### src/rtl/gradient_noise_layer_accumulator_defines.svh
// ----------------------------------------------------------------------------
// gradient_noise_layer_accumulator_defines
// assertion macros shared by the noise accumulator rtl
// ----------------------------------------------------------------------------
`ifndef GRADIENT_NOISE_LAYER_ACCUMULATOR_DEFINES_SVH
`define GRADIENT_NOISE_LAYER_ACCUMULATOR_DEFINES_SVH

// check that is switched off while reset is applied
`define GNLA_ASSERT(label, prop, msg) \
  label: assert property (@(posedge clk) disable iff (rst) (prop)) else $error(msg);

// check that also holds across reset
`define GNLA_ASSERT_ALWAYS(label, prop, msg) \
  label: assert property (@(posedge clk) (prop)) else $error(msg);

`endif

### src/rtl/gnla_pkg.sv
// ----------------------------------------------------------------------------
// gnla_pkg
// types, widths, codes and the fade table of the noise accumulator
// ----------------------------------------------------------------------------
package gnla_pkg;

  // image and grid geometry
  localparam int MAX_WIDTH   = 512;
  localparam int MAX_CELLS   = 16;
  localparam int NODES_SIDE  = MAX_CELLS + 1;
  localparam int NODE_CNT    = NODES_SIDE * NODES_SIDE;
  localparam int NODE_AW     = $clog2(NODE_CNT);
  localparam int VALUE_DEPTH = MAX_WIDTH * MAX_WIDTH;
  localparam int VALUE_AW    = $clog2(VALUE_DEPTH);

  // field widths
  localparam int ACT_W    = 2;
  localparam int NODE_W   = 5;
  localparam int PIX_W    = 9;
  localparam int GRAD_W   = 16;
  localparam int WIDTH_W  = 10;
  localparam int CELLS_W  = 5;
  localparam int WEIGHT_W = 16;
  localparam int VALUE_W  = 17;
  localparam int GREY_W   = 8;
  localparam int CFG_W    = 16;
  localparam int CFG_IW   = 2;

  // grid position divider
  localparam int FRAC_W     = 16;
  localparam int TX_W       = PIX_W + 1 + CELLS_W;
  localparam int REM_W      = WIDTH_W + 1;
  localparam int QUO_W      = TX_W - REM_W + FRAC_W;
  localparam int CELL_W     = QUO_W - FRAC_W;
  localparam int DIV_BITS   = 4;
  localparam int DIV_STAGES = QUO_W / DIV_BITS;
  localparam int DIV_LAT    = DIV_STAGES + 1;

  // datapath widths
  localparam int OFF_W  = FRAC_W + 1;
  localparam int PROD_W = OFF_W + GRAD_W;
  localparam int DOT_W  = PROD_W + 1;
  localparam int DIFF_W = DOT_W + 1;
  localparam int LP_W   = DIFF_W + VALUE_W + 1;
  localparam int N_W    = DOT_W - 14;
  localparam int NUM_W  = 32;
  localparam int NP_W   = 31;
  localparam int RP_W   = 53;
  localparam int Q0_W   = 21;
  localparam int TOT_W  = 22;
  localparam int WP_W   = TOT_W + WEIGHT_W;
  localparam int ADD_W  = WP_W - 14;
  localparam int SUM_W  = ADD_W + 1;

  // output mapping (1000 n + 707 * 2^16) / 1414, done as a biased reciprocal
  localparam int MAP_MUL   = 1000;
  localparam int MAP_DIV   = 1414;
  localparam int BIAS_K    = 524288;
  localparam int MAP_OFS   = 707 * 65536 + BIAS_K * MAP_DIV;
  localparam longint RECIP = 3037459;
  localparam int RECIP_SH  = 32;
  localparam int ONE_Q16   = 65536;

  // result queue
  localparam int FIFO_DEPTH = 32;
  localparam int FIFO_AW    = $clog2(FIFO_DEPTH);
  localparam int OCC_W      = FIFO_AW + 1;

  // action codes
  localparam logic [ACT_W-1:0] ACT_GRAD  = 2'd0;
  localparam logic [ACT_W-1:0] ACT_ACCUM = 2'd1;
  localparam logic [ACT_W-1:0] ACT_READ  = 2'd2;
  localparam logic [ACT_W-1:0] ACT_CLEAR = 2'd3;

  // register indexes
  localparam logic [CFG_IW-1:0] CFG_IMAGE_WIDTH  = 2'd0;
  localparam logic [CFG_IW-1:0] CFG_GRID_CELLS   = 2'd1;
  localparam logic [CFG_IW-1:0] CFG_LAYER_WEIGHT = 2'd2;

  typedef struct packed {
    logic [ACT_W-1:0]         action;
    logic [NODE_W-1:0]        node_x;
    logic [NODE_W-1:0]        node_y;
    logic signed [GRAD_W-1:0] grad_x;
    logic signed [GRAD_W-1:0] grad_y;
    logic [PIX_W-1:0]         pixel_x;
    logic [PIX_W-1:0]         pixel_y;
  } gnla_in_t;

  typedef struct packed {
    logic [VALUE_W-1:0] value;
    logic [GREY_W-1:0]  grey;
  } gnla_out_t;

  // cosine fade samples at k/16, Q1.16
  localparam logic [VALUE_W-1:0] FADE_TAB [17] = '{
    17'd0, 17'd630, 17'd2494, 17'd5522, 17'd9598, 17'd14563, 17'd20228,
    17'd26375, 17'd32768, 17'd39161, 17'd45308, 17'd50973, 17'd55938,
    17'd60014, 17'd63042, 17'd64906, 17'd65536
  };

  // fade with linear interpolation between table samples
  function automatic logic [VALUE_W-1:0] fade_q16(logic [FRAC_W-1:0] f);
    logic [4:0]         idx;
    logic [11:0]        r;
    logic [VALUE_W-1:0] lo;
    logic [VALUE_W-1:0] hi;
    logic [12:0]        step;
    logic [24:0]        prod;
    idx  = {1'b0, f[15:12]};
    r    = f[11:0];
    lo   = FADE_TAB[idx];
    hi   = FADE_TAB[idx + 5'd1];
    step = 13'(hi - lo);
    prod = 25'(step) * 25'(r);
    return lo + VALUE_W'(prod >> 12);
  endfunction

endpackage

### src/rtl/gnla_div.sv
// ----------------------------------------------------------------------------
// gnla_div
// pipelined divider giving grid cell and fraction of one pixel coordinate
// ----------------------------------------------------------------------------
module gnla_div
  import gnla_pkg::*;
(
  input  logic               clk,
  input  logic [PIX_W-1:0]   pix,
  input  logic [CELLS_W-1:0] cells,
  input  logic [REM_W-1:0]   dvsr,
  output logic [CELL_W-1:0]  cell_idx,
  output logic [FRAC_W-1:0]  frac
);

  typedef struct packed {
    logic [REM_W-1:0] rem;
    logic [QUO_W-1:0] num;
    logic [QUO_W-1:0] quo;
  } div_state_t;

  // DIV_BITS restoring steps, one quotient bit each
  function automatic div_state_t div_step(div_state_t s, logic [REM_W-1:0] d);
    logic [REM_W:0] trial;
    div_state_t     r;
    r = s;
    for (int i = 0; i < DIV_BITS; i++) begin
      trial = {r.rem, r.num[QUO_W-1]};
      r.num = {r.num[QUO_W-2:0], 1'b0};
      if (trial >= {1'b0, d}) begin
        r.rem = REM_W'(trial - {1'b0, d});
        r.quo = {r.quo[QUO_W-2:0], 1'b1};
      end else begin
        r.rem = trial[REM_W-1:0];
        r.quo = {r.quo[QUO_W-2:0], 1'b0};
      end
    end
    return r;
  endfunction

  logic [TX_W-1:0] tx;
  div_state_t      st [DIV_STAGES];
  div_state_t      st_in;

  // dividend (2p+1)*c scaled by 2^16, top bits already below the divisor
  always_comb begin
    st_in.rem = tx[TX_W-1:TX_W-REM_W];
    st_in.num = {tx[TX_W-REM_W-1:0], {FRAC_W{1'b0}}};
    st_in.quo = '0;
  end

  always_ff @(posedge clk) begin
    tx    <= TX_W'({pix, 1'b1}) * TX_W'(cells);
    st[0] <= div_step(st_in, dvsr);
    for (int s = 1; s < DIV_STAGES; s++) begin
      st[s] <= div_step(st[s-1], dvsr);
    end
  end

  assign cell_idx = st[DIV_STAGES-1].quo[QUO_W-1:FRAC_W];
  assign frac     = st[DIV_STAGES-1].quo[FRAC_W-1:0];

endmodule

### config.mk
export PLATFORM = sky130hd
export DESIGN_NAME = gnla_div
export DESIGN_NICKNAME = d
export VERILOG_FILES = /design/src/rtl/gradient_noise_layer_accumulator_defines.svh /design/src/rtl/gnla_pkg.sv /design/src/rtl/gnla_div.sv
export SDC_FILE = /design/constraint.sdc
export NUM_CORES = 1
export LEC_CHECK = 0
export BUFFER_PORTS_ARGS = -buffer_cell sky130_fd_sc_hd__clkbuf_2
export CORE_MARGIN = 4
export CORE_UTILIZATION = 34
export CTS_CLUSTER_DIAMETER = 200
export DETAILED_ROUTE_END_ITERATION = 8
export SETUP_SLACK_MARGIN = 0.05
export SLEW_MARGIN = 25
export SYNTH_ARGS = -nofsm -noshare
export SYNTH_HDL_FRONTEND = slang
export SYNTH_SLANG_ARGS = --single-unit
### constraint.sdc
create_clock -name clk -period 14.6 [get_ports clk]
set_input_delay 2.19 -clock clk [delete_from_list [all_inputs] [get_ports clk]]
set_output_delay 2.19 -clock clk [all_outputs]
set_load 0.02 [all_outputs]
==> summary.txt, run 1 <==
Status
  • Status: finished clean

Detailed routing
  • DRT antenna net count: 0
  • Remaining DRCs: 0
  • Number of vias per cell: 5.54
  • Wirelength per Cell: 17.0 um
  • Drt total wl: 44400 um
  • Via count: approximately 14000
  • Starting DRT DRC Count: between 1000 and 1500
  • 1st-pass router iterations: 5

Critical path
  • R2R Path End: st[0][132]
  • Crit path largest cell delay: 0.82 ns
  • Reg-to-reg setup timing slack: approximately 4.5 ns
  • Critical Path RT: 14.94 ns
  • Critical path class: in2reg
  • CP max FO: 20
  • CP Launch Type: primary input
  • Worst reg2reg startpoint: st[0][84]
  • CP endpoint kind: register
  • Crit-path slowest cell: nor2_1
  • Worst R2R Path Depth: 36
  • WP data arrival: 12.58 ns

Synthesis
  • Synth Flop Type: dfxtp_1
  • Post-synthesis mux area share: 6.14%
  • Sequential share of the synthesized area: between 10% and 20%
  • Largest family of logic cells by synthesized area: compound AO/OA/AOI/OAI gates
  • Synthesized area: ~0.016 mm^2
  • Synth Instances: 1964
  • FFs w/ async S/R, synth: 0%
  • Synth Area in Simple Gates: between 10% and 20%
  • Syn Area/Cell: roughly 7.9 um^2
  • Adder-Cell Fraction of Synth Area: a little under a quarter
  • Unique masters post-synth: 81
  • Xor and xnor area share after synthesis: 7.60%
  • Compound-gate portion of the synthesized area: 24.2%
  • Yosys warning count: 0
  • Seq cells post-synth: approximately 120
  • Syn Nets: 2252
  • EDFF count, synth: 0

Cells and area
  • Area growth from synthesis to layout: 10.0%
  • Layout cell share with drive strength beyond 1: under 10%
  • Fin nets: 2286
  • # diodes: 0
  • Design area: 0.0171 mm^2

Clock tree
  • Clk buf depth: 2
  • CTS clk-pin slew, worst paths: 0.06 ns
  • CTS Root Cell: clkbuf_16
  • Clock sink count: 119
  • Worst-skew pair later-pin latency: about 0.45 ns
  • Htree depth: 4
  • Number of buffers created by CTS: 17
  • CTS tree: built
  • Post-CTS sizing: 0
  • CTS Hold Buffers Added: 0
  • Post-CTS Setup Bufs: 0

STA
  • Pins Over Slew Limit: 0
  • Fin. Hold Viols: 0
  • Slew headroom: 29.8%
  • Skew final: 0.0110 ns
  • Final period utilization: 83.9%
  • Final setup violation count: 0
  • RSZ-0062 raised after global routing: false
  • F_max: between 80 and 90 MHz
  • Worst Tran Pin Value: approximately 1.0 ns
  • Crit path time final: 12.25 ns
  • Setup TNS: 0 ns

Global route
  • All-Layer GR Usage: ~18%
  • Pin count of the biggest net entering global routing: 34
  • GRT Residual Overflow: 0
  • Initial antenna violation count: 1
  • First-pass GRT wire length: 71500 um
  • Vias in the first global route: 13900

Floorplanning
  • Site Rows: 78
  • Core Area: between 0.04 and 0.05 mm^2
  • I/O pin total: 46
  • Die area: 0.0492 mm^2
  • Initial Util: approximately a third
  • DIE WIDTH: 222 um
  • Die Y: 222 um

Place
  • Port buffer count: 45
  • Hpwl dp: between 30000 and 40000 um
  • Gpl congestion: ~0.94
  • DP Area: 0.0164 mm^2

Flow run
  • Max cap viols: 0

Min path
  • Path type of the worst min-delay path: reg2reg
  • Hold path endpoint: st[0][192]
  • Hold Path Cell Cnt: 0
  • Hold Crit Start: st[0][141]
cell families after synthesis:
kind of cell / count (synthesis)
xor gates and xnor gates: 135
muxes: 88
and+or+nand+nor: 598
buffers and inverters: 199
adders and majority gates: 262
DFF: 119
AOI/OAI and AO/OA: 563
worst max-delay path by stage:
| stage | start | end | slack [ns] | depth (start not counted) |
|---|---|---|---|---|
| 2_1_floorplan | dvsr[0] | st[0][89] | 3.57 | 38 |
| 6_report | dvsr[5] | st[0][132] | 2.35 | 39 |
| 4_1_cts | dvsr[5] | st[0][132] | 2.36 | 39 |
| 3_3_place_gp | dvsr[5] | st[0][132] | 1.78 | 39 |
| 5_1_grt | dvsr[5] | st[0][132] | 1.52 | 40 |
| 3_5_place_dp | dvsr[5] | st[0][132] | 1.86 | 39 |
registers in the layout, summed over array words and instances, names as in the netlist:
signal / cells
tx: 15
st: 104
Yosys cell counts, drive strengths merged, types with 39 or more instances:
master / n / area (um^2)
xor2: 46 / 403
nor3: 39 / 195
o21ai: 136 / 681
inv: 144 / 541
nor2b: 42 / 270
nor2: 164 / 616
ha: 230 / 2880
a21o: 50 / 375
dfxtp: 119 / 2380
xnor2: 89 / 780
a21oi: 133 / 673
mux2: 59 / 664
nand2: 159 / 597
cell usage in the layout, fill, tap and decap left out, types with 21 or more instances in the layout:
| master | instances |
|---|---|
| a21boi_0 | 21 |
| a21o_1 | 50 |
| a21oi_1 | 131 |
| a221o_1 | 25 |
| and2_1 | 35 |
| buf_4 | 24 |
| clkbuf_2 | 45 |
| dfxtp_1 | 119 |
| fa_1 | 32 |
| ha_1 | 230 |
| inv_1 | 138 |
| mux2_2 | 58 |
| mux2i_1 | 29 |
| nand2_1 | 159 |
| nand2b_1 | 35 |
| nand3_1 | 33 |
| nor2_1 | 164 |
| nor2b_1 | 41 |
| nor3_1 | 39 |
| o21a_1 | 27 |
| o21ai_0 | 128 |
| xnor2_1 | 89 |
| xor2_1 | 46 |
layout make-up:
type / count / area [um^2]
fill: 4659 / 28200
multi-input combinational: 1646 / 12300
sequential: 119 / 2380
tap: 600 / 751
inverter: 145 / 544
clock buffer: 20 / 467
timing repair buffer: 69 / 405
clock inverter: 11 / 218
critical path: cells and delay by family:
family | cells | cell delay (ns)
AOI/OAI and AO/OA | 16 | 4.38
and+or+nand+nor | 9 | 2.04
muxes | 2 | 0.68
adders and majority gates | 4 | 1.36
buffers and inverters | 8 | 1.88
per-stage QoR:
stage	utilization [%]	setup slack, ns	std cells	hold slack [ns]
4_1_cts	37.8	2.36	2610	0.324
2_1_floorplan	-	3.57	1964	0.310
5_1_grt	37.8	1.52	2610	0.325
6_report	37.8	2.35	2610	0.322
3_3_place_gp	36.2	1.78	2579	0.312
3_5_place_dp	36.3	1.86	2579	0.312
metal layers:
layer	vias to the layer above	share of wire (%)	GRT usage, %
met5	-	0.045	0
met3	99	4.3	2.53
met4	2	3.6	7.12
li1	7166	-	-
met1	6815	45	22.1
met2	382	47	30.4
Power of run 1 is left out: the tool's default activity adds up to more than one toggle a clock period on the data nets, which glitch-free logic cannot reach.
==> run 2: changes to the inputs <==
- clock period: 14.6 -> 10.62 ns (I/O delays scaled with it)
==> run 2 against run 1 <==
Against the previous run:
- utilization increased by 0.90 points
- wire length grew 3.4%
- hold slack is essentially flat
- cell area is 2.4% higher
- non-clock buffer count rose by 44
- sequential share of layout area is 0.33 points lower
- clock-buffer cell count up 1
- final cell count is 1.8% higher
- via count is 0.86% higher
- global-route usage up 0.63 points
- clock skew shrank 0.00056 ns
- worst setup slack got worse by 1.7 ns
==> summary.txt, run 2 (synthesis gave the netlist of run 1 again) <==
Place
  • Hpwl dp: 37200 um
  • DP Area: 0.0168 mm^2
  • Gpl congestion: 0.954
  • # placed instances: 2622
  • Port buffer count: 45

Critical path
  • Worst R2R Path Depth: 36
  • Critical Path RT: about 11 ns
  • R2R Path End: st[0][85]
  • WP data arrival: 10.28 ns
  • Critical path class: in2reg
  • CP Launch Type: primary input
  • Reg-to-reg setup timing slack: 1.82 ns
  • Crit-path slowest cell: mux2_2
  • Crit path largest cell delay: 0.42 ns
  • CP dominant cell by count: ha_1
  • CP endpoint kind: register
  • Worst reg2reg startpoint: st[0][36]
  • CP max FO: 14

Cells and area
  • Commonest non-fill, non-tap cell in the layout: ha_1
  • Multi-input logic area: 0.0125 mm^2
  • Largest registers: st: 104 flops, tx: 15 flops
  • Register area: 0.00238 mm^2
  • Area growth from synthesis to layout: 12.6%
  • Filler cells: 4693
  • Fin cells: approximately 2700
  • Commonest cells after routing, fill and taps aside: 230 x ha_1, 164 x nor2_1, 158 x nand2_1
  • Layout cell share with drive strength beyond 1: between 10% and 20%
  • Reg with most FFs: st
  • Largest register FFs: between 100 and 150
  • Fin nets: 2330
  • Design area: 0.0175 mm^2

STA
  • Skew final: 0.0104 ns
  • Fin. Hold Viols: 0
  • Slew headroom: 52.5%
  • Final period utilization: 93.8%
  • Hold WS: roughly 0.32 ns
  • Final setup violation count: 0
  • Crit path time final: between 9 and 10 ns
  • F_max: between 100 and 150 MHz
  • Pins Over Slew Limit: 0
  • RSZ-0062 raised after global routing: false
  • Worst Tran Pin Value: 0.709 ns

Detailed routing
  • DRT antenna net count: 0
  • Starting DRT DRC Count: 1024
  • Drt total wl: 45900 um
  • Wirelength per Cell: 17.3 um
  • 1st-pass router iterations: 7
  • Remaining DRCs: 0
  • Number of vias per cell: 5.49
  • Via count: 14600

Min path
  • Hold Crit Start: st[0][102]
  • Path type of the worst min-delay path: reg2reg
  • Hold path endpoint: st[0][153]
  • Hold Path Cell Cnt: 0

Clock tree
  • CTS Hold Buffers Added: 0
  • Clock sink count: approximately 120
  • Clk buf depth: 2
  • Worst-skew pair later-pin latency: 0.44 ns
  • Htree depth: 4
  • Number of buffers created by CTS: 17
  • CTS clk-pin slew, worst paths: 0.06 ns
  • CTS tree: built
  • CTS Root Cell: clkbuf_16

Floorplanning
  • DIE WIDTH: between 200 and 250 um
  • I/O pin total: 46
  • Die area: 0.0492 mm^2
  • Die Y: 222 um
  • Core Area: 0.0453 mm^2
  • Initial Util: 34.3%
  • Site Rows: 78

Global route
  • All-Layer GR Usage: 18.2%
  • Vias in the first global route: 14400
  • GRT Residual Overflow: 0
  • First-pass GRT wire length: 73900 um
  • Initial antenna violation count: 0
  • Pin count of the biggest net entering global routing: 28

Status
  • Status: finished clean

Flow run
  • Max cap viols: 0
==> run 2: critical path, delay by kind of cell <==
kind | cells | cell delay (ns)
multiplexers | 1 | 0.42
adder cells (fa/ha/maj) | 5 | 1.60
buffers and inverters | 8 | 1.50
AO/OA/AOI/OAI | 19 | 4.32
XOR/XNOR | 1 | 0.10
AND/OR/NAND/NOR | 6 | 0.73
==> run 2: how the worst max path moves through the flow <==
stage	from	endpoint	slack, ns
final	dvsr[1]	st[0][140]	0.65
after detailed placement	dvsr[0]	st[0][138]	-0.33
after global placement	dvsr[0]	st[0][138]	-0.20
after CTS	dvsr[0]	st[0][138]	0.11
after global routing	dvsr[1]	st[0][140]	0.07
after floorplan	dvsr[0]	st[0][89]	0.19
==> run 2: stage by stage <==
stage | TNS [ns] | util (%) | setup WS [ns]
3_3_place_gp | -1.55 | 37.0 | -0.205
2_1_floorplan | 0 | - | 0.186
6_report | 0 | 38.7 | 0.653
3_5_place_dp | -2.90 | 37.0 | -0.332
5_1_grt | 0 | 38.7 | 0.0693
4_1_cts | 0 | 38.3 | 0.110
==> run 2: metal layers <==
layer	share of wire (%)	vias up	wire, um	GRT usage [%]
met5	0	-	0	0
met4	3.0	0	1370	6.30
met3	4.1	84	1880	2.58
met2	48	334	22100	32.0
met1	45	6901	20500	22.8
li1	-	7270	-	-
==> run 2: timing repair <==
item / 4_1_cts / 5_1_grt
endpoints found under the setup margin: 0 / 45
buffers inserted: 0 / 1
gates resized for setup: 0 / 30
==> run 2: cell type report <==
| class | count | area share [%] |
|---|---|---|
| Multi-Input combinational cell | 1646 | 71.1 |
| Sequential cell | 119 | 13.6 |
| Clock buffer | 21 | 2.69 |
| Inverter | 145 | 3.14 |
| Antenna cell | 1 | 0.0143 |
| Clock inverter | 11 | 0.707 |
| Tap cell | 600 | 4.29 |
| Timing Repair Buffer | 113 | 4.44 |
Power of run 2 is left out for the same reason.
