--- src/rtl/gradient_noise_layer_accumulator_defines.svh ---
// ----------------------------------------------------------------------------
// gradient_noise_layer_accumulator_defines
// assertion macros shared by the noise accumulator rtl
// ----------------------------------------------------------------------------
`ifndef GRADIENT_NOISE_LAYER_ACCUMULATOR_DEFINES_SVH
`define GRADIENT_NOISE_LAYER_ACCUMULATOR_DEFINES_SVH

// check that is switched off while reset is applied
`define GNLA_ASSERT(label, prop, msg) \
  label: assert property (@(posedge clk) disable iff (rst) (prop)) else $error(msg);

// check that also holds across reset
`define GNLA_ASSERT_ALWAYS(label, prop, msg) \
  label: assert property (@(posedge clk) (prop)) else $error(msg);

`endif

--- src/rtl/gnla_pkg.sv ---
// ----------------------------------------------------------------------------
// gnla_pkg
// types, widths, codes and the fade table of the noise accumulator
// ----------------------------------------------------------------------------
package gnla_pkg;

  // image and grid geometry
  localparam int MAX_WIDTH   = 512;
  localparam int MAX_CELLS   = 16;
  localparam int NODES_SIDE  = MAX_CELLS + 1;
  localparam int NODE_CNT    = NODES_SIDE * NODES_SIDE;
  localparam int NODE_AW     = $clog2(NODE_CNT);
  localparam int VALUE_DEPTH = MAX_WIDTH * MAX_WIDTH;
  localparam int VALUE_AW    = $clog2(VALUE_DEPTH);

  // field widths
  localparam int ACT_W    = 2;
  localparam int NODE_W   = 5;
  localparam int PIX_W    = 9;
  localparam int GRAD_W   = 16;
  localparam int WIDTH_W  = 10;
  localparam int CELLS_W  = 5;
  localparam int WEIGHT_W = 16;
  localparam int VALUE_W  = 17;
  localparam int GREY_W   = 8;
  localparam int CFG_W    = 16;
  localparam int CFG_IW   = 2;

  // grid position divider
  localparam int FRAC_W     = 16;
  localparam int TX_W       = PIX_W + 1 + CELLS_W;
  localparam int REM_W      = WIDTH_W + 1;
  localparam int QUO_W      = TX_W - REM_W + FRAC_W;
  localparam int CELL_W     = QUO_W - FRAC_W;
  localparam int DIV_BITS   = 4;
  localparam int DIV_STAGES = QUO_W / DIV_BITS;
  localparam int DIV_LAT    = DIV_STAGES + 1;

  // datapath widths
  localparam int OFF_W  = FRAC_W + 1;
  localparam int PROD_W = OFF_W + GRAD_W;
  localparam int DOT_W  = PROD_W + 1;
  localparam int DIFF_W = DOT_W + 1;
  localparam int LP_W   = DIFF_W + VALUE_W + 1;
  localparam int N_W    = DOT_W - 14;
  localparam int NUM_W  = 32;
  localparam int NP_W   = 31;
  localparam int RP_W   = 53;
  localparam int Q0_W   = 21;
  localparam int TOT_W  = 22;
  localparam int WP_W   = TOT_W + WEIGHT_W;
  localparam int ADD_W  = WP_W - 14;
  localparam int SUM_W  = ADD_W + 1;

  // output mapping (1000 n + 707 * 2^16) / 1414, done as a biased reciprocal
  localparam int MAP_MUL   = 1000;
  localparam int MAP_DIV   = 1414;
  localparam int BIAS_K    = 524288;
  localparam int MAP_OFS   = 707 * 65536 + BIAS_K * MAP_DIV;
  localparam longint RECIP = 3037459;
  localparam int RECIP_SH  = 32;
  localparam int ONE_Q16   = 65536;

  // result queue
  localparam int FIFO_DEPTH = 32;
  localparam int FIFO_AW    = $clog2(FIFO_DEPTH);
  localparam int OCC_W      = FIFO_AW + 1;

  // action codes
  localparam logic [ACT_W-1:0] ACT_GRAD  = 2'd0;
  localparam logic [ACT_W-1:0] ACT_ACCUM = 2'd1;
  localparam logic [ACT_W-1:0] ACT_READ  = 2'd2;
  localparam logic [ACT_W-1:0] ACT_CLEAR = 2'd3;

  // register indexes
  localparam logic [CFG_IW-1:0] CFG_IMAGE_WIDTH  = 2'd0;
  localparam logic [CFG_IW-1:0] CFG_GRID_CELLS   = 2'd1;
  localparam logic [CFG_IW-1:0] CFG_LAYER_WEIGHT = 2'd2;

  typedef struct packed {
    logic [ACT_W-1:0]         action;
    logic [NODE_W-1:0]        node_x;
    logic [NODE_W-1:0]        node_y;
    logic signed [GRAD_W-1:0] grad_x;
    logic signed [GRAD_W-1:0] grad_y;
    logic [PIX_W-1:0]         pixel_x;
    logic [PIX_W-1:0]         pixel_y;
  } gnla_in_t;

  typedef struct packed {
    logic [VALUE_W-1:0] value;
    logic [GREY_W-1:0]  grey;
  } gnla_out_t;

  // cosine fade samples at k/16, Q1.16
  localparam logic [VALUE_W-1:0] FADE_TAB [17] = '{
    17'd0, 17'd630, 17'd2494, 17'd5522, 17'd9598, 17'd14563, 17'd20228,
    17'd26375, 17'd32768, 17'd39161, 17'd45308, 17'd50973, 17'd55938,
    17'd60014, 17'd63042, 17'd64906, 17'd65536
  };

  // fade with linear interpolation between table samples
  function automatic logic [VALUE_W-1:0] fade_q16(logic [FRAC_W-1:0] f);
    logic [4:0]         idx;
    logic [11:0]        r;
    logic [VALUE_W-1:0] lo;
    logic [VALUE_W-1:0] hi;
    logic [12:0]        step;
    logic [24:0]        prod;
    idx  = {1'b0, f[15:12]};
    r    = f[11:0];
    lo   = FADE_TAB[idx];
    hi   = FADE_TAB[idx + 5'd1];
    step = 13'(hi - lo);
    prod = 25'(step) * 25'(r);
    return lo + VALUE_W'(prod >> 12);
  endfunction

endpackage

--- src/rtl/gnla_fifo.sv ---
// ----------------------------------------------------------------------------
// gnla_fifo
// result queue between the pipeline and the output channel
// ----------------------------------------------------------------------------
module gnla_fifo
  import gnla_pkg::*;
(
  input  logic      clk,
  input  logic      rst,
  input  logic      push,
  input  gnla_out_t push_data,
  input  logic      pop,
  output logic      valid,
  output gnla_out_t data
);

  gnla_out_t          mem [FIFO_DEPTH];
  logic [FIFO_AW-1:0] wr_ptr;
  logic [FIFO_AW-1:0] rd_ptr;
  logic [OCC_W-1:0]   count;

  // storage
  always_ff @(posedge clk) begin
    if (push) begin
      mem[wr_ptr] <= push_data;
    end
  end

  // pointers and fill level
  always_ff @(posedge clk) begin
    if (rst) begin
      wr_ptr <= '0;
      rd_ptr <= '0;
      count  <= '0;
    end else begin
      if (push) begin
        wr_ptr <= wr_ptr + 1'b1;
      end
      if (pop) begin
        rd_ptr <= rd_ptr + 1'b1;
      end
      count <= count + OCC_W'(push) - OCC_W'(pop);
    end
  end

  assign valid = (count != '0);
  assign data  = mem[rd_ptr];

endmodule

--- config.mk ---
export PLATFORM = sky130hd
export DESIGN_NAME = gnla_fifo
export DESIGN_NICKNAME = d
export VERILOG_FILES = /design/src/rtl/gradient_noise_layer_accumulator_defines.svh /design/src/rtl/gnla_pkg.sv /design/src/rtl/gnla_fifo.sv
export SDC_FILE = /design/constraint.sdc
export NUM_CORES = 1
export LEC_CHECK = 0
export ABC_AREA = 0
export ABC_CLOCK_PERIOD_IN_PS = 3200
export BUFFER_PORTS_ARGS = -buffer_cell sky130_fd_sc_hd__buf_4
export CELL_PAD_IN_SITES_DETAIL_PLACEMENT = 0
export CELL_PAD_IN_SITES_GLOBAL_PLACEMENT = 1
export CORE_ASPECT_RATIO = 1.5
export CORE_UTILIZATION = 57
export CTS_BUF_LIST = sky130_fd_sc_hd__clkbuf_8
export CTS_CLUSTER_DIAMETER = 100
export DETAILED_ROUTE_END_ITERATION = 12
export PLACE_DENSITY = 0.93
export RECOVER_POWER = 50
export SYNTH_ARGS = -nofsm -noshare
export SYNTH_HDL_FRONTEND = slang
export SYNTH_SLANG_ARGS = --single-unit
--- constraint.sdc ---
create_clock -name clk -period 3.2 [get_ports clk]
set_input_delay 0.32 -clock clk [delete_from_list [all_inputs] [get_ports clk]]
set_output_delay 0.32 -clock clk [all_outputs]
set_load 0.005 [all_outputs]
==> summary.txt, run 1 <==
Synth
  • Seq cells post-synth: 821
  • Mapped Nets: 1611
  • Post-synthesis mux area share: 0.1359
  • Synth warn: 0
  • Register area share after synthesis: 0.7774
  • Synth Area in Compound Gates: 0.03752
  • Number of synthesized flops with an enable pin: 800
  • Async set-reset flop share out of synthesis: 0
  • Most used DFF post-synth: edfxtp_1
  • Area leader, netlist: edfxtp_1
  • Synthesized area: 31440 um^2
  • Synth Instances: 1568
  • Adder-Cell Fraction of Synth Area: 0.005810
  • Post-synth top area share: 0.7640
  • Synth area leaders: edfxtp_1 (76%), mux4_2 (7.2%), mux2i_1 (6.4%)
  • Synth Area per Inst: 20.05 um^2
  • Xor-xnor portion of the synthesized cell area: 0.002507
  • Main combinational cell family by area after synthesis: multiplexers
  • Distinct cells, synth: 36
  • Synth Area in Simple Gates: 0.02551

Critical path
  • Max incr delay on CP: 430 ps
  • Top delay family on crit path: simple AND/OR/NAND/NOR gates
  • Crit path DAT: 2840 ps
  • Crit end category: output pin
  • Required time of the critical path: 2880 ps
  • Setup crit start kind: flop
  • Critical-path top delay cell: dfxtp_4
  • Crit-path max FO: 26
  • Crit Path Class: flop to output pin
  • Top cell by count, worst path: buf_4
  • Reg2reg start: wr_ptr[0]
  • CP cell instances: buf_4, and2_2, buf_12, a22oi_1, nand3_1, nand4_1, buf_4
  • Worst path bufs/invs: 3

Power
  • Worst vdd ir: 0.3569 mV
  • Sw power: 4.481 mW
  • Leak: 10.82 nW
  • Internal Pwr Total: 16.20 mW
  • Total Power: 20.68 mW
  • Register share of total power: 0.577
  • PwrDens: 580.1 nW/um^2
  • Part of the power in combinational logic: 0.065
  • Sw frac: 0.2166
  • Clock power frac: 0.358

GRT
  • First-pass GRT wire length: 106100 um
  • GR Overflow Total: 0
  • GRT Util Overall: 0.2649
  • Initial antenna violation count: 2
  • Number of global-route vias before repair: 16920
  • Largest net degree at the start of global routing: 57

Finish
  • Nets@finish: 1763
  • Layout cells sized above 1: 0.2163
  • Final std cells w/o fill: 2491
  • Synth-to-Final Area Change: 13.39%
  • Fin area: 35650 um^2
  • Fill cell count: 3331

Drt
  • Final WL: 74280 um
  • Via-per-instance ratio: 6.548
  • Initial DRC Count: 1814
  • DRC violations left: 0
  • Drt pass-1 iters: 6
  • Routed via count: 16310
  • WL per Instance: 29.82 um
  • Antenna-violating nets left: 0

STA
  • Setup Viol. Count Final: 0
  • Final min period: 3157 ps
  • RSZ-0062 raised after global routing: false
  • Hold_ws: 440.4 ps
  • Worst-Margin Slew: 1493 ps
  • Slew HR: 0.004420
  • Final Cycle Share: 0.9866
  • Final-report hold violation count: 0
  • Highest clock rate: 316.7 MHz
  • Max Transition Viols Final: 0
  • Setup_tns: 0 ps
  • Clock skew: 16.95 ps

Clock network
  • TritonCTS clock tree: yes
  • Clock sink total: 821
  • Reg clk slew, reported paths: 80 ps
  • Clock root buffer master: clkbuf_8
  • Later-pin clock latency in the skew report: 690 ps
  • CTS max path bufs: 3
  • H-tree levels: 3
  • Num CTS Buffers: 102

Hold path
  • Hold Crit Class: input port to flop
  • Min-delay src: push_data[24]

Die
  • Site row count: 105
  • I/O Pins: 55
  • Die footprint: 56130 um^2
  • Die width: 193.8 um
  • Initial Util: 0.5753
  • Die height: 289.7 um
  • Core area: 54650 um^2

Placed design
  • DP Area: 33590 um^2
  • Port Buffers: 54
  • Placed cell count: 2300
  • DP Wirelength: 44350 um
  • GPL Wtd Cong: 0.8453

Outcome
  • Status: finished with violations
  • Failing checks: capacitance limit

Flow run
  • Max-cap viol count: 1
==> routing by layer <==
metal  share of wire  vias to the layer above  track usage
met1            0.33                     8325       0.2977
met5               0                        -            0
met4           0.051                        0       0.1480
met2            0.54                      982       0.4801
met3           0.079                      235      0.04677
li1                -                     6769            -
==> what timing repair did <==
action / in CTS / in global routing
endpoints found under the setup margin: 8 / 3
setup buffers: 3 / 1
hold buffers: 5 / 0
pin swaps: 0 / 1
gates cloned: 1 / 1
hold endpoints to repair: 19 / 0
resized for setup: 1 / 3
==> final timing paths <==
kind                 to  slack (ps)  cells past startpoint
max reg2reg  mem[20][7]         590                      5
max             data[9]          40                      7
min reg2reg   rd_ptr[0]         590                      2
min          mem[7][24]         440                      1
==> state kept, by name, summed over array words and instances, names as in the netlist, named ones only <==
signal,cells
count,6
mem,800
rd_ptr,5
wr_ptr,5
==> Yosys cell counts (4+ instances only) <==
master    count
mux2i_1     202
buf_4         5
buf_6         5
dfxtp_1      21
nand2_1      10
nand4_1      29
xor2_1        6
buf_2        35
inv_1        13
clkbuf_1     42
mux4_2      100
edfxtp_1    800
nor2_1       52
nor2b_1       4
ha_1         13
a22oi_1     150
nand3_1      52
==> cell type report <==
cell class                      count  area [um^2]  share of cell area
Multi-Input combinational cell    645         6794              0.1906
Timing Repair Buffer              137         1496             0.04197
Antenna cell                        2        5.005           0.0001404
Clock inverter                     74        556.8             0.01562
Clock buffer                      104         1431             0.04015
Inverter                           13        48.80            0.001369
Tap cell                          695        869.6             0.02439
Sequential cell                   821        24450              0.6858
==> through the flow <==
step / util / worst slack, ps
2_1_floorplan: - / 666.2
3_3_place_gp: 0.6146 / 665.0
6_report: 0.6524 / 42.87
3_5_place_dp: 0.6146 / 637.3
5_1_grt: 0.6524 / 7.992
4_1_cts: 0.6532 / 9.678
==> power by group through the flow <==
stage          clock network, mW  registers, mW  logic [mW]
2_1_floorplan                  0           12.2       0.745
3_3_place_gp                   0           12.2        1.25
3_5_place_dp                   0           12.2        1.30
4_1_cts                     7.44           11.9        1.34
5_1_grt                     7.87           11.9        1.43
6_report                    7.40           11.9        1.34
==> cell usage in the layout, fill, tap and decap left out, types with 6 or more instances in the layout <==
cell type,count
edfxtp_1,800
mux2i_1,202
a22oi_1,149
clkbuf_8,104
mux4_2,100
buf_4,64
nand3_1,52
inv_1,39
buf_12,37
nor2_4,32
nand4_1,29
clkbuf_1,25
dfxtp_1,18
clkinv_2,18
nor2_1,17
clkinv_1,17
ha_1,13
nand2_1,10
bufinv_16,9
xor2_1,6
==> kinds of logic (layout without fill, tap and decap cells) <==
family / Yosys count / in the layout
muxes: 302 / 302
xor gates and xnor gates: 9 / 9
DFF: 821 / 821
buffers and inverters: 102 / 328
AOI/OAI and AO/OA: 158 / 158
adders and majority gates: 14 / 14
other: 0 / 2
and+or+nand+nor: 162 / 162
Power figures use the tool's default switching activity.
==> run 2: changes to the inputs <==
Settings changed: CORE_ASPECT_RATIO 1.5 to not set.
==> run 2 against run 1 <==
Compared with the run above:
- sequential power barely moved
- critical endpoint is now data[12]
- the flow finishes with violations (capacitance limit, slew limit)
- flip-flop and latch count did not move
- final cell count increased by 2.1%
- global-route usage rose by 0.57 points
- die area is essentially flat
- maximum frequency increased by 0.46%
- clock power up 2%
==> summary.txt, run 2 (synthesis gave the netlist of run 1 again) <==
Placed design
  • DP Area: 33430 um^2 (-0.48%)
  • DP Wirelength: 41470 um (-6.5%)
  • GPL Wtd Cong: 0.7907 (-6.5%)
  • Placed cell count: 2291 (-0.39%)
  • Port Buffers: 54 (unchanged)

Die
  • Core area: 54130 um^2 (-0.95%)
  • Initial Util: 0.5809 (+0.005519)
  • Site row count: 85 (-19%)
  • Die width: 236.9 um (+22%)
  • I/O Pins: 55 (unchanged)
  • Die height: 236.9 um (-18%)
  • Die footprint: 56110 um^2 (about the same)

Finish
  • Top reg by flops: mem
  • Synth-to-Final Area Change: 13.88%
  • Final std cells w/o fill: 2544 (+2.1%)
  • Largest register FFs: 800 (unchanged)
  • Nets@finish: 1792 (+1.6%)
  • Fin area: 35810 um^2 (+0.43%)
  • Final core utilization: 0.6615 (+0.009101)
  • Commonest non-fill, non-tap cell in the layout: edfxtp_1
  • Most frequent cells in the layout: edfxtp_1 (800), mux2i_1 (202), a22oi_1 (150)
  • Layout cells sized above 1: 0.2098 (-0.006520)
  • Largest regs: mem (800), count (6)

STA
  • Highest clock rate: 318.2 MHz (+0.46%)
  • Setup_tns: 0 ps (unchanged)
  • Setup Viol. Count Final: 0 (unchanged)
  • Final min period: 3143 ps (-14.54 ps)
  • Clock skew: 34.10 ps (+17.15 ps)
  • Final-report hold violation count: 0 (unchanged)
  • RSZ-0062 raised after global routing: false
  • Worst-Margin Slew: 1548 ps (+54.54 ps)
  • Final Cycle Share: 0.9821 (-0.004544)
  • Slew HR: -0.03194 (-0.03636)
  • Max Transition Viols Final: 66 (+66)

Critical path
  • Critical-path top delay cell: dfxtp_4
  • Crit Path Class: flop to output pin
  • Max incr delay on CP: 410 ps (-20 ps)
  • Crit path DAT: 2820 ps (-20 ps)
  • Worst path bufs/invs: 3 (unchanged)
  • Crit end category: output pin
  • Setup crit start kind: flop
  • Required time of the critical path: 2880 ps (about the same)
  • Crit-path max FO: 42 (+62%)
  • Top delay family on crit path: simple AND/OR/NAND/NOR gates
  • CP cell instances: buf_16, nor2_4, buf_12, a22oi_1, nand3_1, nand4_1, buf_4

Drt
  • Final WL: 74520 um (+0.32%)
  • Routed via count: 16530 (+1.3%)
  • DRC violations left: 0 (unchanged)
  • Via-per-instance ratio: 6.497 (-0.77%)
  • Antenna-violating nets left: 0 (unchanged)
  • Initial DRC Count: 2123 (+17%)
  • Drt pass-1 iters: 7 (+1)
  • WL per Instance: 29.29 um (-1.8%)

Power
  • Clock power frac: 0.363 (+0.005)
  • Part of the power in combinational logic: 0.064 (about the same)
  • Total Power: 20.85 mW (+0.82%)
  • PwrDens: 582.4 nW/um^2 (+0.39%)
  • Sw power: 4.704 mW (+5.0%)
  • Sw frac: 0.2256 (+0.008906)
  • Register share of total power: 0.573 (-0.004)
  • Worst vdd ir: 0.3968 mV (+11%)
  • Leak: 10.90 nW (+0.72%)
  • Internal Pwr Total: 16.15 mW (-0.32%)

Hold path
  • Hold Crit Class: input port to flop

GRT
  • Largest net degree at the start of global routing: 55 (-3.5%)
  • GR Overflow Total: 0 (unchanged)
  • GRT Util Overall: 0.2705 (+0.005657)
  • Number of global-route vias before repair: 17120 (+1.2%)
  • First-pass GRT wire length: 108800 um (+2.6%)
  • Initial antenna violation count: 5 (+3)

Clock network
  • Later-pin clock latency in the skew report: 710 ps (+20 ps)
  • Clock root buffer master: clkbuf_8
  • H-tree levels: 3 (unchanged)
  • TritonCTS clock tree: yes
  • Num CTS Buffers: 120 (+18%)
  • Reg clk slew, reported paths: 60 ps (-20 ps)
  • CTS max path bufs: 3 (unchanged)
  • Clock sink total: 821 (unchanged)

Outcome
  • Status: finished with violations
  • Failing checks: capacitance limit, slew limit

Flow run
  • Max-cap viol count: 2 (+1)
run 2: path summary, 6_finish.rpt:
path	startpoint	to	slack, ps	cells after the start
worst max-delay path	flop	data[12]	60	7
worst min-delay path	rst	count[1]	470	3
worst max register to register	wr_ptr[0]	mem[19][1]	430	5
worst min register to register	rd_ptr[4]	flop	540	2
run 2: power by group through the flow:
stage / clock (mW) / sequential, mW / combinational (mW)
2_1_floorplan: 0 / 12.2 / 0.745
3_3_place_gp: 0 / 12.2 / 1.22
3_5_place_dp: 0 / 12.2 / 1.28
4_1_cts: 7.65 / 11.9 / 1.34
5_1_grt: 8.15 / 12.0 / 1.43
6_report: 7.57 / 12.0 / 1.33
run 2: area by class of cell:
| type | instances | area [um^2] |
|---|---|---|
| clock buffer | 122 | 1679 |
| sequential | 821 | 24450 |
| timing repair buffer | 148 | 1486 |
| tap | 696 | 870.8 |
| inverter | 13 | 48.80 |
| multi-input combinational | 645 | 6790 |
| antenna | 3 | 7.507 |
| clock inverter | 96 | 473.0 |
| fill | 3232 | 18330 |
run 2: worst reg2reg max path: cells and delay by family, from the launching register on:
kind / cells / cell delay [ps]
simple gates: 2 / 910
flops: 1 / 410
buf+inv: 2 / 900
fa+ha+maj: 1 / 170
run 2: timing repair:
action / 4_1_cts / 5_1_grt
setup endpoints to repair: 25 / 0
resized for setup: 2 / 0
hold buffers: 26 / 0
hold endpoints to repair: 534 / 0
setup buffers: 6 / 0
run 2: per-stage QoR:
| step | hold slack [ps] | setup slack, ps |
|---|---|---|
| 6_report | 473.6 | 57.41 |
| 3_5_place_dp | 510.1 | 517.3 |
| 2_1_floorplan | 418.9 | 666.2 |
| 3_3_place_gp | 510.4 | 534.8 |
| 4_1_cts | 0.5365 | 50.30 |
| 5_1_grt | 487.0 | 3.676 |
run 2: layer usage:
layer	track usage	vias to the layer above	part of all wire
met1	0.3499	8337	0.36
met3	0.06517	211	0.11
met2	0.4289	1126	0.48
met5	0.004329	-	0.00082
li1	-	6849	-
met4	0.1429	6	0.048
